==> config.mk <==
export PLATFORM = sky130hd
export DESIGN_NAME = sps_div
export DESIGN_NICKNAME = d
export VERILOG_FILES = /design/src/hw/rtl/sps_pkg.sv /design/src/hw/rtl/sps_div.sv
export SDC_FILE = /design/constraint.sdc
export NUM_CORES = 2
export LEC_CHECK = 0
export BUFFER_PORTS_ARGS = -buffer_cell sky130_fd_sc_hd__buf_4
export CORE_MARGIN = 5
export CORE_UTILIZATION = 40
export DETAILED_ROUTE_END_ITERATION = 7
export PLACE_DENSITY_LB_ADDON = 0.12
export SLEW_MARGIN = 30
export SYNTH_ARGS = -nofsm -noshare
export SYNTH_HDL_FRONTEND = slang
export SYNTH_SLANG_ARGS = --single-unit
==> constraint.sdc <==
create_clock -name clk -period 3.2 [get_ports clk]
set_input_delay 0.32 -clock clk [delete_from_list [all_inputs] [get_ports clk]]
set_output_delay 0.32 -clock clk [all_outputs]
set_load 0.01 [all_outputs]
==> src/hw/rtl/sps_pkg.sv <==
// ----------------------------------------------------------------------------
// sps_pkg: shared types and constants of the sphere pixel shader
// fixed point format, shading constants and the widths of the pipeline units
// ----------------------------------------------------------------------------
`default_nettype none

package sps_pkg;

  // fixed point: FB fraction bits, one = 2**FB
  localparam int FB        = 16;
  localparam int ONE_W     = FB + 1;       // holds 0..one
  localparam int NUM_W     = 2 * FB + 1;   // dividend and radicand width
  localparam int DIV_STAGES  = NUM_W;      // one quotient bit per stage
  localparam int SQRT_STAGES = ONE_W;      // one root bit per stage

  // normal component magnitude bound: centre offsets give dist >= 512
  localparam int MAG_W = 2 * FB - 8;
  localparam int DOT_W = MAG_W + FB + 3;   // signed dot product sum
  localparam int NDL_W = DOT_W - FB;       // dot product after the shift
  localparam int DIF_W = NDL_W + 1;        // diffuse term
  localparam int VAL_W = DIF_W + 2;        // shade before clamping

  localparam int RAD_W      = 7;
  localparam int MAX_RADIUS = 127;
  localparam logic [RAD_W-1:0] RAD_RESET = RAD_W'(50);

  localparam logic [ONE_W-1:0] ONE = ONE_W'(1) << FB;

  // constants held with 30 fraction bits, truncated to FB
  localparam logic [FB-1:0] LIGHT_XY  = FB'(64'd552435610 >> (30 - FB));
  localparam logic [FB-1:0] LIGHT_Z   = FB'(64'd736580814 >> (30 - FB));
  localparam logic [FB-1:0] HALF_XY   = FB'(64'd300841951 >> (30 - FB));
  localparam logic [FB-1:0] HALF_Z    = FB'(64'd985854831 >> (30 - FB));
  localparam logic [FB-1:0] AMBIENT   = FB'(64'd193273528 >> (30 - FB));
  localparam logic [FB-1:0] SPEC_GAIN = FB'(64'd751619276 >> (30 - FB));
  localparam logic [FB-1:0] EDGE_GAIN = FB'(64'd322122547 >> (30 - FB));
  localparam logic [FB-1:0] AMB_COMP  = FB'((64'd1 << FB) - (64'd193273528 >> (30 - FB)));
  localparam logic [ONE_W-1:0] DIST_EPS = ONE_W'((64'd1 << FB) / 1000);

  typedef struct packed {
    logic [7:0] pixel_x;
    logic [7:0] pixel_y;
  } pixel_t;

  typedef struct packed {
    logic [7:0] brightness;
    logic       inside_disc;
  } shade_t;

endpackage

`default_nettype wire

==> src/hw/rtl/sps_div.sv <==
// ----------------------------------------------------------------------------
// sps_div: pipelined restoring divider
// one quotient bit per register stage, a new division enters every cycle
// ----------------------------------------------------------------------------
`default_nettype none

module sps_div (
  input  logic                       clk,
  input  logic [sps_pkg::NUM_W-1:0]  dividend,
  input  logic [sps_pkg::ONE_W-1:0]  divisor,
  output logic [sps_pkg::NUM_W-1:0]  quotient
);
  import sps_pkg::*;

  logic [ONE_W-1:0] rem_s [0:DIV_STAGES];
  logic [NUM_W-1:0] num_s [0:DIV_STAGES];
  logic [NUM_W-1:0] quo_s [0:DIV_STAGES];
  logic [ONE_W-1:0] den_s [0:DIV_STAGES];

  assign rem_s[0] = '0;
  assign num_s[0] = dividend;
  assign quo_s[0] = '0;
  assign den_s[0] = divisor;

  genvar g;
  for (g = 0; g < DIV_STAGES; g++) begin : g_stage
    logic [ONE_W:0] trial;
    logic           fits;

    // bring down the next dividend bit
    assign trial = {rem_s[g], num_s[g][NUM_W-1]};
    assign fits  = trial >= {1'b0, den_s[g]};

    always_ff @(posedge clk) begin
      rem_s[g+1] <= fits ? ONE_W'(trial - {1'b0, den_s[g]}) : trial[ONE_W-1:0];
      num_s[g+1] <= num_s[g] << 1;
      quo_s[g+1] <= {quo_s[g][NUM_W-2:0], fits};
      den_s[g+1] <= den_s[g];
    end
  end

  assign quotient = quo_s[DIV_STAGES];

endmodule

`default_nettype wire

# ---- Word level (Yosys, flattened, before mapping)
# Index checks and enable logic that the tools add are counted.
dict set report totals {
  reg_bits 2177
  romBits 0
  word_cells 227
  memories 0
  output_inout_bits 33
  mem_bits_rw 0
  latchBits 0
  input_bits 51
}
dict set report op_classes {
  add_sub_neg 32
  bitwise_logic 0
  magnitude_cmp 33
  shift 0
  muxes 32
  n_reduce_logical 0
  mul 0
  eq_ne 0
  div_mod_pow 0
}
# cell count
set ops {}
lappend ops {{>= comparator 18 x 17 -> 1 bit} 32}
lappend ops {{2-to-1 mux 17 bit} 31}
lappend ops {{subtractor 17 bit} 31}
lappend ops {{>= comparator 1 x 17 -> 1 bit} 1}
lappend ops {{subtractor 1 x 17 -> 17 bit} 1}
lappend ops {{2-to-1 mux 1 bit} 1}

# ---- Depth between registers and ports, before layout
dict set report depth {
  ltp_word 2
  depth_mapped 15
  mapped_depth_nobuf 13
}

# ---- Worst setup path before layout
# Ideal clock, no wire load.
dict set report synth_timing {
  path_type {reg-to-reg}
  from {reg num_s (netlist bit g_stage[3].trial[0])}
  to {reg rem_s (netlist bit g_stage[4].trial[10])}
  required_ns 3.079
  path_buffers 1
  arrival_ns 2.835
  setup_ns 0.121
  period_less_slack_ns 2.957
  stages_incl_launch_ff 14
  setup_slack_ns 0.243
  cell_sequence {dfxtp_1 -> inv_1 -> ha_1 -> inv_1 -> fa_1 -> a21oi_1 -> o21ai_2 -> a2111oi_4 -> nor3_2 -> a21o_1 -> a21o_1 -> a31oi_4 -> buf_12 -> mux2_4}
}
dict set report synth_between {
  elab_chain_len 2
  word_cells_on_any_way 3
  cone_classes {add/sub: 1; order compare: 1; mux: 1}
}
# item line_no
set synth_rtl {}
lappend synth_rtl {{from (decl)} sps_div.sv:16} ;# logic [NUM_W-1:0] num_s [0:DIV_STAGES];
lappend synth_rtl {{from (signal, indexed assignment)} sps_div.sv:36} ;# num_s[g+1] <= num_s[g] << 1;
lappend synth_rtl {{subtractor 17 bit / >= comparator 18 x 17 -> 1 bit (equally long branches)} {sps_div.sv:35, sps_div.sv:32}}
lappend synth_rtl {{2-to-1 mux 17 bit (*)} sps_div.sv:35} ;# rem_s[g+1] <= fits ? ONE_W'(trial - {1'b0, den_s[g]}) : trial[ONE_W-1:0];
lappend synth_rtl {{to (signal, indexed assignment)} sps_div.sv:35}
lappend synth_rtl {{to (decl)} sps_div.sv:15} ;# logic [ONE_W-1:0] rem_s [0:DIV_STAGES];
# Every way passes the cells marked *; elsewhere a longest branch is shown, timed or not.
# A chain may end at the register's enable or synchronous reset.

# ---- Final worst setup path
dict set report layout_timing {
  from {reg num_s (netlist bit g_stage[3].trial[0])}
  to {reg rem_s (netlist bit g_stage[4].trial[7])}
}
# The elaborated chain is that of the path after synthesis.

==> flow_summary.ini <==
[final_layout]
final_common_cell = dfxtp_1
nFillCells = 17400
final_cell_mix = dfxtp_1 (2175), inv_1 (687), ha_1 (545)
nets = 7770
stdcell_count = 9840
fin_area_sq_um = 89100
antenna_cells = 0
syn_to_final_growth_pct = 17.1
layout-drive-gt1-share_pct = 14.1

[setup_path]
max_stage_delay_ns = 0.42
start_kind = flop
required_ns = 3.93
timing.rr.start = g_stage[3].trial[0]$_DFF_P_
cp_top_family = compound AO/OA/AOI/OAI gates
endpoint_kind = flop
crit_chain = inv_2 > ha_4 > inv_1 > fa_2 > a21oi_4 > o21ai_4 > a2111oi_4 > nor3_2 > a21o_1 > a21o_1 > a31oi_4 > buf_12 > buf_12 > mux2_2
cp.buffers_inverters = 4
crit_type = flop to flop
crit_arrival_ns = 3.81
worstReg2RegEnd = g_stage[4].trial[7]$_DFF_P_
cp_max_fo = 8
crit_slowest_cell = fa_2
regToRegSetupSlack_ns = 0.12
reg2regPathDepth = 14

[drt]
post_drt_wl_per_cell_um = 14.3
dr_total_vias = 46100
drc = 0
dr.pass1.iters = 6
drtIter0Drc = 2468
postRouteAntennaNets = 0
wl_um = 141000
vias_per_cell = 4.68

[clock_network]
cts_tree = built
cts_inserted_buffers = 220
clock_sinks = 2177
path_clk_slew_ns = 0.06
clock_latency_ns = 0.85
clock_tree.root_cell = clkbuf_16
clk_path_buf_depth = 3
htreeDepth = 4

[placed_design]
pre_cts_slack_ns = 0.0237
gp_congestion = 0.830
io_buffers = 83
placedCellCount = 9364
place_area_sq_um = 80400
dpl.hpwl_um = 102000

[global_routing]
grt_use_total_pct = 14.0
grt_first_pass_wirelength_um = 231000
antenna_found_initial = 2
grt_max_degree = 32
grt_pass1_vias = 45000
grt_overflow = 0

[timing]
hold_viol = 0
layout_setup_ws_ns = 0.122
max_freq_mhz = 325
setup_viol_count_final = 0
tightest_slew_ns = 0.892
maxSlewViolCount = 0
period_share_pct = 96.2
slew_headroom_pct = 40.4
fin_crit_ns = 3.08
finClkSkew_ns = 0.0242

[floorplan]
die_h_um = 446
top_level_ports = 84
row_count = 160
core_area_sq_um = 190000
start_util_pct = 40.1
die_w_um = 446
dieArea_sq_um = 199000

[yosys]
synth_area_per_cell_sq_um = 11.3
synth_fp_nets = 7390
synthCells = 6762
ys_types = 93
yosys_warnings = 0
syn_area_sq_um = 76100
async_flop_share_pct = 0
synth-edff-count = 0
ys_seq_elements = 2177
ys.flop_type = dfxtp_1
yosysSeqAreaShare_pct = 57.3

[worst_hold_path]
min_from = dividend[28]
min_to = num_s[1085]$_DFF_P_
whs_path_depth = 2
hold_class = primary input to flop

[flow_run]
cap_violations = 0

[power]
power_w = 0.0883
ir_drop_uv = 514
power.leakage_nw = 40.4
p_per_area_nw_per_um2 = 990

[status]
status = completed
-- synth_stat cells (all sizes together), types with 8 or more instances --
cell     count  area share [%]
a2111oi      8            0.12
a211o       21            0.24
a211oi      44            0.45
a21boi      19            0.19
a21o       193             1.9
a21oi      395             2.6
a221oi      12            0.15
a31oi       59            0.56
and2        13            0.11
and3        26            0.21
and4        10            0.12
buf         66            0.63
clkbuf      39            0.19
dfxtp     2177              57
fa          31            0.82
ha         546             9.0
inv        688             3.4
mux2       343             5.2
mux2i       30            0.39
nand2      296             1.5
nand2b      43            0.35
nand3       56            0.37
nand3b      10           0.099
nand4       79            0.65
nor2       284             1.4
nor2b       59            0.48
nor3        85            0.58
nor4        15            0.12
o2111ai     11            0.13
o211ai      21            0.24
o21a        55            0.54
o21ai      317             2.1
o21bai      78            0.77
o221ai       8            0.11
o22ai        9           0.074
o31a        24            0.28
o31ai       37            0.38
o41ai       11            0.15
or2         20            0.16
or3         42            0.35
xnor2      280             3.2
xor2       135             1.6
-- worst max-delay path by stage --
stage | from | to | slack, ns | cells past startpoint
6_report | g_stage[3].trial[0]$_DFF_P_ | g_stage[4].trial[7]$_DFF_P_ | 0.12 | 14
5_1_grt | g_stage[3].trial[0]$_DFF_P_ | g_stage[4].trial[7]$_DFF_P_ | -0.03 | 14
4_1_cts | g_stage[25].trial[0]$_DFF_P_ | g_stage[26].trial[8]$_DFF_P_ | 0.02 | 12
3_5_place_dp | den_s[272]$_DFF_P_ | g_stage[18].trial[2]$_DFF_P_ | 0.02 | 11
3_3_place_gp | den_s[272]$_DFF_P_ | g_stage[18].trial[2]$_DFF_P_ | 0.01 | 11
2_1_floorplan | g_stage[3].trial[0]$_DFF_P_ | g_stage[4].trial[10]$_DFF_P_ | 0.24 | 13
-- metrics by stage --
stage	setup TNS, ns	util, %	hold slack (ns)
after global routing	-0.277	47.0	0.0474
after CTS	0	46.8	0.00251
after floorplan	0	-	0.310
after detailed placement	0	42.4	0.312
after global placement	0	42.4	0.310
final	0	47.0	0.113
-- final cells by class --
| cell class | count | area (sq um) | share of cell area (%) |
|---|---|---|---|
| flip-flops and latches | 2177 | 43600 | 48.9 |
| clock inverters | 107 | 1480 | 1.66 |
| inverters | 689 | 2590 | 2.90 |
| clock buffers | 302 | 6360 | 7.13 |
| well taps | 2511 | 3140 | 3.52 |
| repair buffers | 263 | 2390 | 2.68 |
| multi-input cells | 3791 | 29600 | 33.2 |
-- logic make-up after synthesis --
| kind of cell | share of synthesized area, % |
|---|---|
| mux | 5.59 |
| simple gates | 6.62 |
| compound gates | 11.7 |
| xor+xnor | 4.78 |
| fa+ha+maj | 9.79 |
| flops | 57.3 |
| buf+inv | 4.22 |
-- flip-flops by register name (all words and copies together), names as in the netlist --
name and count:
num_s 496, den_s 544, g_stage.trial 576, quotient 33
quo_s 528
-- layer usage --
metal,vias to the layer above,track usage (%),wire length (um)
met3,233,2.74,6380
li1,23900,-,-
met5,-,0,0
met2,731,21.1,59700
met1,21200,20.3,71700
met4,0,4.44,3280
-- worst register-to-register path, stage by stage (launching register included) --
cell and delay [ns]:
dfxtp_1 0.31, inv_2 0.07, ha_4 0.12, inv_1 0.05, fa_2 0.42, a21oi_4 0.22, o21ai_4 0.10, a2111oi_4 0.42
nor3_2 0.11, a21o_1 0.18, a21o_1 0.18, a31oi_4 0.18, buf_12 0.13, buf_12 0.13, mux2_2 0.33
-- what timing repair did --
item,4_1_cts,5_1_grt
hold buffers,53,0
resized for setup,2,50
setup buffers,0,14
pin swaps,1,23
hold endpoints to repair,67,0
endpoints found under the setup margin,3,322
-- power breakdown --
part / switching [W] / leakage (nW) / internal (W)
sequential: 0.00226 / 18.2 / 0.0321
clock: 0.0107 / 3.80 / 0.0159
combinational: 0.0138 / 18.4 / 0.0134
Note: power is estimated with default switching activity, not from simulation.
