`config.mk`:
```
export PLATFORM = sky130hd
export DESIGN_NAME = sps_sqrt
export DESIGN_NICKNAME = d
export VERILOG_FILES = /design/src/hw/rtl/sps_pkg.sv /design/src/hw/rtl/sps_sqrt.sv
export SDC_FILE = /design/constraint.sdc
export NUM_CORES = 1
export LEC_CHECK = 0
export ABC_AREA = 1
export BUFFER_PORTS_ARGS = -buffer_cell sky130_fd_sc_hd__buf_2
export CORE_UTILIZATION = 63
export DETAILED_ROUTE_END_ITERATION = 12
export PLACE_DENSITY = 0.8
export SLEW_MARGIN = 20
export SYNTH_ARGS = -nofsm -noshare
export SYNTH_HDL_FRONTEND = slang
export SYNTH_SLANG_ARGS = --single-unit
```
`constraint.sdc`:
```
create_clock -name clk -period 2.3 [get_ports clk]
set_input_delay 0.115 -clock clk [delete_from_list [all_inputs] [get_ports clk]]
set_output_delay 0.115 -clock clk [all_outputs]
set_load 0.1 [all_outputs]
```
`src/hw/rtl/sps_pkg.sv`:
```
// ----------------------------------------------------------------------------
// sps_pkg: shared types and constants of the sphere pixel shader
// fixed point format, shading constants and the widths of the pipeline units
// ----------------------------------------------------------------------------
`default_nettype none

package sps_pkg;

  // fixed point: FB fraction bits, one = 2**FB
  localparam int FB        = 16;
  localparam int ONE_W     = FB + 1;       // holds 0..one
  localparam int NUM_W     = 2 * FB + 1;   // dividend and radicand width
  localparam int DIV_STAGES  = NUM_W;      // one quotient bit per stage
  localparam int SQRT_STAGES = ONE_W;      // one root bit per stage

  // normal component magnitude bound: centre offsets give dist >= 512
  localparam int MAG_W = 2 * FB - 8;
  localparam int DOT_W = MAG_W + FB + 3;   // signed dot product sum
  localparam int NDL_W = DOT_W - FB;       // dot product after the shift
  localparam int DIF_W = NDL_W + 1;        // diffuse term
  localparam int VAL_W = DIF_W + 2;        // shade before clamping

  localparam int RAD_W      = 7;
  localparam int MAX_RADIUS = 127;
  localparam logic [RAD_W-1:0] RAD_RESET = RAD_W'(50);

  localparam logic [ONE_W-1:0] ONE = ONE_W'(1) << FB;

  // constants held with 30 fraction bits, truncated to FB
  localparam logic [FB-1:0] LIGHT_XY  = FB'(64'd552435610 >> (30 - FB));
  localparam logic [FB-1:0] LIGHT_Z   = FB'(64'd736580814 >> (30 - FB));
  localparam logic [FB-1:0] HALF_XY   = FB'(64'd300841951 >> (30 - FB));
  localparam logic [FB-1:0] HALF_Z    = FB'(64'd985854831 >> (30 - FB));
  localparam logic [FB-1:0] AMBIENT   = FB'(64'd193273528 >> (30 - FB));
  localparam logic [FB-1:0] SPEC_GAIN = FB'(64'd751619276 >> (30 - FB));
  localparam logic [FB-1:0] EDGE_GAIN = FB'(64'd322122547 >> (30 - FB));
  localparam logic [FB-1:0] AMB_COMP  = FB'((64'd1 << FB) - (64'd193273528 >> (30 - FB)));
  localparam logic [ONE_W-1:0] DIST_EPS = ONE_W'((64'd1 << FB) / 1000);

  typedef struct packed {
    logic [7:0] pixel_x;
    logic [7:0] pixel_y;
  } pixel_t;

  typedef struct packed {
    logic [7:0] brightness;
    logic       inside_disc;
  } shade_t;

endpackage

`default_nettype wire

```
`src/hw/rtl/sps_sqrt.sv`:
```
// ----------------------------------------------------------------------------
// sps_sqrt: pipelined integer square root
// digit by digit, one root bit per register stage, floor of the exact root
// ----------------------------------------------------------------------------
`default_nettype none

module sps_sqrt (
  input  logic                       clk,
  input  logic [sps_pkg::NUM_W-1:0]  radicand,
  output logic [sps_pkg::ONE_W-1:0]  root
);
  import sps_pkg::*;

  logic [NUM_W-1:0] rem_s [0:SQRT_STAGES];
  logic [ONE_W-1:0] res_s [0:SQRT_STAGES];

  assign rem_s[0] = radicand;
  assign res_s[0] = '0;

  genvar g;
  for (g = 0; g < SQRT_STAGES; g++) begin : g_stage
    localparam int B = SQRT_STAGES - 1 - g;
    logic [NUM_W:0] trial;
    logic           fits;

    // (res + 2^b)^2 - res^2, res only has bits above b
    assign trial = ((NUM_W+1)'(res_s[g]) << (B + 1)) | ((NUM_W+1)'(1) << (2 * B));
    assign fits  = {1'b0, rem_s[g]} >= trial;

    always_ff @(posedge clk) begin
      rem_s[g+1] <= fits ? NUM_W'({1'b0, rem_s[g]} - trial) : rem_s[g];
      res_s[g+1] <= fits ? (res_s[g] | (ONE_W'(1) << B)) : res_s[g];
    end
  end

  assign root = res_s[SQRT_STAGES];

endmodule

`default_nettype wire

```
# Yosys cells after proc, flatten, opt, wreduce, memory -nomap -nowiden
# Index checks and enable logic that the tools add are counted.
# word_totals
reg_bits,817
out_inout_bits,17
elab_cells,99
# op_classes
addsub,16
n_lt_le_gt_ge,17
muxes,17
# ops
operator,n
$mux 33,16
$ge 33x18->1,1
$ge 33x19->1,1
$ge 33x20->1,1
$ge 33x21->1,1
$ge 33x22->1,1
$ge 33x23->1,1
$ge 33x24->1,1
$ge 33x25->1,1
$ge 33x26->1,1
$ge 33x27->1,1
$ge 33x28->1,1
$ge 33x29->1,1
$ge 33x30->1,1
$ge 33x31->1,1
$ge 33x32->1,1
$ge 33x33->1,1
$ge 33x33->1 const B,1
$sub 33x19->33,1
$sub 33x20->33,1
$sub 33x21->33,1
$sub 33x22->33,1
$sub 33x23->33,1
$sub 33x24->33,1
11 further kinds,11

# Longest topological paths before layout
# Gate-level depths: netlist (run 1).
# logic_depth
depth_word,2
ltp_mapped,15

# Least setup slack after synthesis (run 1)
# OpenSTA, ideal clock, no wires.
# synth_path
path_type,register -> register
startpoint,"register res_s, in the netlist g_stage[6].trial[22]"
endpoint,register rem_s[355] in the netlist's numbering
setup_ps,112
arrival_ps,1684
slack_ps,504
path_stages_with_launch,12
path_buffers,1
path_cell_list,dfxtp_1 inv_1 ha_1 a21oi_1 nand2_1 nand2_1 nand2_1 a31oi_4 nand2_2 buf_6 nand2_1 nand2_1
# synth_via
elab_chain_cells,2
elab_cells_between_ends,3
cone_classes,add/sub (1); order compare (1); mux (1)
# synth_rtl
item,line_no,text
"start, declared",sps_sqrt.sv:15,logic [ONE_W-1:0] res_s [0:SQRT_STAGES];
"start signal, assigned by index",sps_sqrt.sv:32,res_s[g+1] <= fits ? (res_s[g] | (ONE_W'(1) << B)) : res_s[g];
$sub 33x28->33 or $ge 33x28->1 (tied branches),"sps_sqrt.sv:31, sps_sqrt.sv:28",
$mux 33 *,sps_sqrt.sv:31,"rem_s[g+1] <= fits ? NUM_W'({1'b0, rem_s[g]} - trial) : rem_s[g];"
"end signal, assigned by index",sps_sqrt.sv:31,
"end, declared",sps_sqrt.sv:14,logic [NUM_W-1:0] rem_s [0:SQRT_STAGES];
# Every way passes the cells marked *; elsewhere a longest branch is shown, timed or not.
# A chain may end at the register's enable or synchronous reset.

# Worst setup path in the final report (run 1)
# layout_path
startpoint,"register res_s, in the netlist g_stage[12].trial[20]"
endpoint,register rem_s[145] in the netlist's numbering
# layout_via
elab_chain_cells,2
# layout_rtl
item,line_no,text
$ge 33x22->1,sps_sqrt.sv:28,"assign fits = {1'b0, rem_s[g]} >= trial;"
$mux 33,sps_sqrt.sv:31,
# No other way between the ends.

==> impl_metrics.toml, run 1 <==
[run_status]
status = "finished, final reports clean"

[global_routing]
antenna_found_initial = 1
gr-usage-met3 = 0.04612
grt_max_degree = 23
busiest_layer = "met2"
grt_pass1_vias = 24910
grtUsageMet1 = 0.4028
gr-total-overflow = 0
track_usage = 0.3153
grt_pass1_wl_um = 123900
met2_usage = 0.5425

[logic_synthesis]
synth_fa_ha_area_frac = 0.06840
yosys.area_share.simple = 0.3075
syn_avg_cell_area_um2 = 7.338
yosysWarnings = 0
synth_common_cells = "nand2_1 (1,312), dfxtp_1 (681), inv_1 (647)"
synth.area.mux_share = 0
yosysMostFrequentCell = "nand2_1"
synth-edff-count = 0
synth_nets = 4338
synth_xor_area_frac = 0.03548
ys_types = 54
yosysTopAreaCellShare = 0.4489
dominantRegCellSynth = "dfxtp_1"
seq_area_frac_synth = 0.4489
synth_top_family_by_area = "simple AND/OR/NAND/NOR gates"
netlist_area_um2 = 30370
synthArstFlopShare = 0
ys_ff_latch = 681
yosysTopAreaCell = "dfxtp_1"
synth_compound_area_frac = 0.04977
yosys-top-cells-area = "dfxtp_1 (45%), nand2_1 (16%), inv_1 (8.0%)"
synthCells = 4138

[sta]
slew_violations = 0
clock.fmax_mhz = 464.4
min_period_ns = 2.153
hold_viol = 0
clock_skew_ns = 0.02871
max_slew.worst_pin.slew_ns = 0.5307
maxSlewHeadroom = 0.6429
setup_slack_ns = 0.1465
setup_viol = 0
min_period_over_period = 0.9363

[critical_path]
cpPeakStageDelay_ns = 0.35
arrival_ns = 2.72
cp.buffers_inverters = 3
start_kind = "register"
crit_path_frequent_cell = "nand2_1"
crit_slowest_cell = "ha_1"
critical_path.cell_chain = "inv_1 > ha_1 > nand2_1 > inv_2 > nand2_1 > nand2_1 > a21oi_2 > inv_2 > nor2_4 > nand2_1 > nor2_4 > nand2_1 > nand2_1"
end_kind = "register"
cp.depth = 13
worst-path-max-fanout = 11
setup.worst_path.class = "register to register"
r2r_cells = 13
worstPathRequired_ns = 2.86
critPathTopFamily = "simple AND/OR/NAND/NOR gates"

[finish]
diodes = 0
final_cells = 4975
area_delta_synth_final_pct = 13.30
fill_cells = 3777
nets = 4503
drive_gt1_frac = 0.07133
final_core_util = 0.7221

[placed_design]
gp_congestion = 0.9896
dpl_worst_slack_ns = 0.04143
port_buffers = 50
place_inst = 4811
dp_hpwl_um = 59490

[min_path]
hp-class = "primary input to register"
holdPathStages = 2

[floorplanning]
fp.coreArea_um2 = 47650
rows = 80
die_h_um = 221.5
start_util = 0.6373
fp.dieArea_um2 = 49080
die_width_um = 221.5
io-pin-count = 51

[power_and_ir_drop]
comb_power_share = 0.378
p_leak_nw = 18.08
p_sw_frac = 0.4031
clockPowerShare = 0.256
p_switching_w = 0.01910
p_per_area_nw_per_um2 = 1377
ir_drop_mv = 1.009
p_int_w = 0.02829
power.total_w = 0.04738
seqPwrFrac = 0.366

[clock_network]
cts_max_path_buffers = 3
cts_tree = "done"
cts_root_buf = "clkbuf_16"
htree_levels = 3
clkTransAtPathRegs_ns = 0.06
clock_latency_ns = 0.62
cts_made_buffers = 70
clock-sinks = 681

[routing]
ant_nets = 0
drc = 0
totalWireLength_um = 77930
via_count = 25940
routedWlPerCell_um = 15.66
via_per_inst = 5.213
first_iter_violations = 2105
first_pass_iters = 6

[flow_run]
max-cap-violations = 0
## state kept, by name, summed over array words and instances (netlist names)
name / flops
root: 17
rem_s: 528
g_stage.trial: 136
## per-stage QoR
| step | TNS, ns | area, µm² | hold slack, ns |
|---|---|---|---|
| after floorplan | 0 | 30370 | 0.1427 |
| after global placement | 0 | 31480 | 0.2176 |
| after detailed placement | 0 | 31480 | 0.2186 |
| after CTS | 0 | 34340 | 0.09214 |
| after global routing | -0.01071 | 34410 | 0.1044 |
| final | 0 | 34410 | 0.1183 |
## power groups by stage
stage	sequential (W)	clock, W	combinational [W]
floorplan	0.0166	0	0.0134
global placement	0.0175	0	0.0172
detailed placement	0.0175	0	0.0174
CTS	0.0173	0.0123	0.0176
global route	0.0176	0.0128	0.0203
finish	0.0173	0.0121	0.0179
## layout make-up
cell class	instances	area (µm²)	area share
Multi-Input combinational cell	2768	14050	0.4085
Clock buffer	95	1976	0.05742
Clock inverter	34	559.3	0.01626
Sequential cell	681	13640	0.3963
Inverter	656	2470	0.07179
Timing Repair Buffer	126	940.9	0.02735
Tap cell	615	769.5	0.02237
## routing by layer
| layer | wire (µm) | vias up |
|---|---|---|
| met5 | 0 | - |
| met4 | 2527 | 0 |
| met3 | 4765 | 177 |
| met2 | 36620 | 820 |
| met1 | 34020 | 11720 |
| li1 | - | 13220 |
## cell usage in the layout (no fill, tap or decap), types with 40 or more instances in the layout
master / count
ha_1: 163
nand3_1: 273
a21oi_1: 141
o21ai_0: 66
nor2_1: 386
nand4_1: 70
dfxtp_1: 679
xor2_1: 89
inv_1: 647
buf_4: 40
clkbuf_16: 70
buf_2: 50
nand2_1: 1312
## repair_timing
item | 4_1_cts | 5_1_grt
hold buffers | 33 | 0
buffers inserted | 0 | 1
resized for setup | 0 | 15
endpoints found under the setup margin | 0 | 65
hold endpoints to repair | 33 | 0
## worst paths after layout
check                                           start    endpoint  slack, ns
worst min register to register             rem_s[169]  rem_s[136]       0.35
worst max-delay path            g_stage[12].trial[20]  rem_s[145]       0.15
worst min-delay path                     radicand[11]  rem_s[539]       0.12
worst max register to register  g_stage[12].trial[20]  rem_s[145]       0.15
## cells by family (layout without fill, tap and decap cells)
family / after synthesis / count (layout)
fa+ha+maj: 166 / 166
xor+xnor: 123 / 123
simple gates: 2213 / 2214
buf+inv: 690 / 911
flops: 681 / 681
compound gates: 264 / 264
other cells: 1 / 1
Power figures use the tool's default switching activity.
==> run 2: changes to the inputs <==
--- a/config.mk
+++ b/config.mk
@@ -7,9 +7,10 @@
 export LEC_CHECK = 0
 export ABC_AREA = 1
 export BUFFER_PORTS_ARGS = -buffer_cell sky130_fd_sc_hd__buf_2
-export CORE_UTILIZATION = 63
+export CORE_UTILIZATION = 65
+export CTS_CLUSTER_DIAMETER = 50
 export DETAILED_ROUTE_END_ITERATION = 12
-export PLACE_DENSITY = 0.8
+export PLACE_DENSITY = 0.82
 export SLEW_MARGIN = 20
 export SYNTH_ARGS = -nofsm -noshare
 export SYNTH_HDL_FRONTEND = slang
==> constraint.sdc (replaced) <==
create_clock -name clk -period 2.6 [get_ports clk]
set_input_delay 0.13 -clock clk [delete_from_list [all_inputs] [get_ports clk]]
set_output_delay 0.13 -clock clk [all_outputs]
set_load 0.1 [all_outputs]
==> impl_metrics.toml, run 2 (same netlist as run 1, synthesis figures left out) <==
[global_routing]
track_usage = 0.3346
grt_pass1_vias = 25370
antenna_found_initial = 0
grt_pass1_wl_um = 127100
grt_max_degree = 37
gr-total-overflow = 0

[critical_path]
arrival_ns = 2.94
r2r_cells = 13
reg2reg_from = "g_stage[12].trial[11]"
setup.worst_path.class = "register to register"
worstPathRequired_ns = 3.14
start_kind = "register"
worst_r2r_endpoint = "rem_s[147]"
rrSetupSlack_ns = 0.21
worst-path-max-fanout = 21
end_kind = "register"

[min_path]
holdPathStages = 2
hp-class = "primary input to register"
holdPathEnd = "rem_s[533]"
min_from = "radicand[5]"

[clock_network]
cts_tree = "done"
cts_root_buf = "clkbuf_16"
cts_max_path_buffers = 3
cts_made_buffers = 75
post_cts_buffers = 0
htree_levels = 3
clkTransAtPathRegs_ns = 0.07
clock_latency_ns = 0.62
clock-sinks = 681

[floorplanning]
rows = 78
io-pin-count = 51
fp.dieArea_um2 = 47590
die_h_um = 218.1
fp.coreArea_um2 = 45770
start_util = 0.6634
die_width_um = 218.1

[sta]
min_period_ns = 2.392
setup_viol = 0
timing.setup.tns_ns = 0
grt_setup_unrepaired = "no"
hold_slack_ns = 0.1397
min_period_over_period = 0.9201
clock_skew_ns = 0.02587
max_slew.worst_pin.slew_ns = 0.7611
clock.fmax_mhz = 418.0
hold_viol = 0
slew_violations = 0
maxSlewHeadroom = 0.4907

[power_and_ir_drop]
p_per_area_nw_per_um2 = 1235
ir_drop_mv = 1.020
p_leak_nw = 17.95

[flow_run]
max-cap-violations = 0

[run_status]
status = "finished, final reports clean"

[routing]
drc = 0
first_pass_iters = 6
via_count = 26320
first_iter_violations = 2393
totalWireLength_um = 78560
ant_nets = 0
via_per_inst = 5.335
routedWlPerCell_um = 15.92

[finish]
final_cells = 4934
drive_gt1_frac = 0.06322
diodes = 0
final_cell_mix = "nand2_1 (1,311), dfxtp_1 (681), inv_1 (647)"
final_common_cell = "nand2_1"
largest_register = "rem_s"
area_delta_synth_final_pct = 12.45
nets = 4477
largest_register_ffs = 528

[placed_design]
dp_hpwl_um = 58140
port_buffers = 50
gp_congestion = 1.041
place_inst = 4767
run 2: cell count changes in the layout (fill, tap and decap cells not counted), sizes merged:
cell      before  now
buf           93   63
inv          659  666
clkinv        18   13
clkbuf        95   98
bufinv         9    8
clkinvlp       4    5
nor2         409  408
run 2: worst max path at each step:
stage / start / to / slack [ns] / depth (start not counted)
finish: g_stage[12].trial[11] / rem_s[147] / 0.21 / 13
global route: g_stage[12].trial[11] / rem_s[152] / 0.03 / 13
CTS: g_stage[11].trial[12] / rem_s[187] / 0.19 / 10
detailed placement: g_stage[11].trial[16] / rem_s[187] / 0.25 / 14
global placement: g_stage[14].trial[15] / rem_s[72] / 0.27 / 12
floorplan: g_stage[6].trial[22] / rem_s[355] / 0.80 / 11
run 2: layer usage:
| layer | track usage | routed length [µm] | up-vias |
|---|---|---|---|
| met4 | 0.1308 | 2637 | 0 |
| li1 | - | - | 13200 |
| met5 | 0 | 0 | - |
| met1 | 0.4280 | 34060 | 11950 |
| met2 | 0.5698 | 36850 | 971 |
| met3 | 0.04607 | 5015 | 203 |
run 2: worst max-delay path: stages, from the launching register on:
cell,delay (ns)
dfxtp_1,0.34
inv_1,0.05
ha_1,0.38
nand2_1,0.19
inv_1,0.09
nand2_1,0.07
nand2_1,0.05
a21oi_1,0.11
nand2_1,0.11
nand2_2,0.12
inv_1,0.09
nor2_4,0.47
nand2_1,0.15
nand2_1,0.09
run 2: stage by stage:
stage          total power [W]  worst slack (ns)  utilization  cell area, µm²
2_1_floorplan          0.02656            0.8036            -           30370
3_3_place_gp           0.03054            0.2654       0.6820           31220
3_5_place_dp           0.03073            0.2525       0.6820           31220
4_1_cts                0.04188            0.1864       0.7457           34130
5_1_grt                0.04499           0.02655       0.7460           34150
6_report               0.04218            0.2078       0.7460           34150
run 2: power breakdown:
part | total, W | switching [W] | internal [W]
Clock | 0.0109 | 0.00446 | 0.00649
Combinational | 0.0158 | 0.0104 | 0.00541
Sequential | 0.0154 | 0.00226 | 0.0131
Total | 0.0422 | 0.0171 | 0.0250
run 2: layout make-up:
class                      count  area (µm²)
timing repair buffer          96       690.7
multi-input combinational   2767       14020
inverter                     656        2465
fill                        3451       11620
clock inverter                36       534.3
clock buffer                  98        2053
tap                          600       750.7
sequential                   681       13630
run 2: what timing repair did:
action,CTS,global route
hold buffers,33,0
endpoints found under the hold margin,33,0
endpoints found under the setup margin,0,21
gates resized for setup,0,3
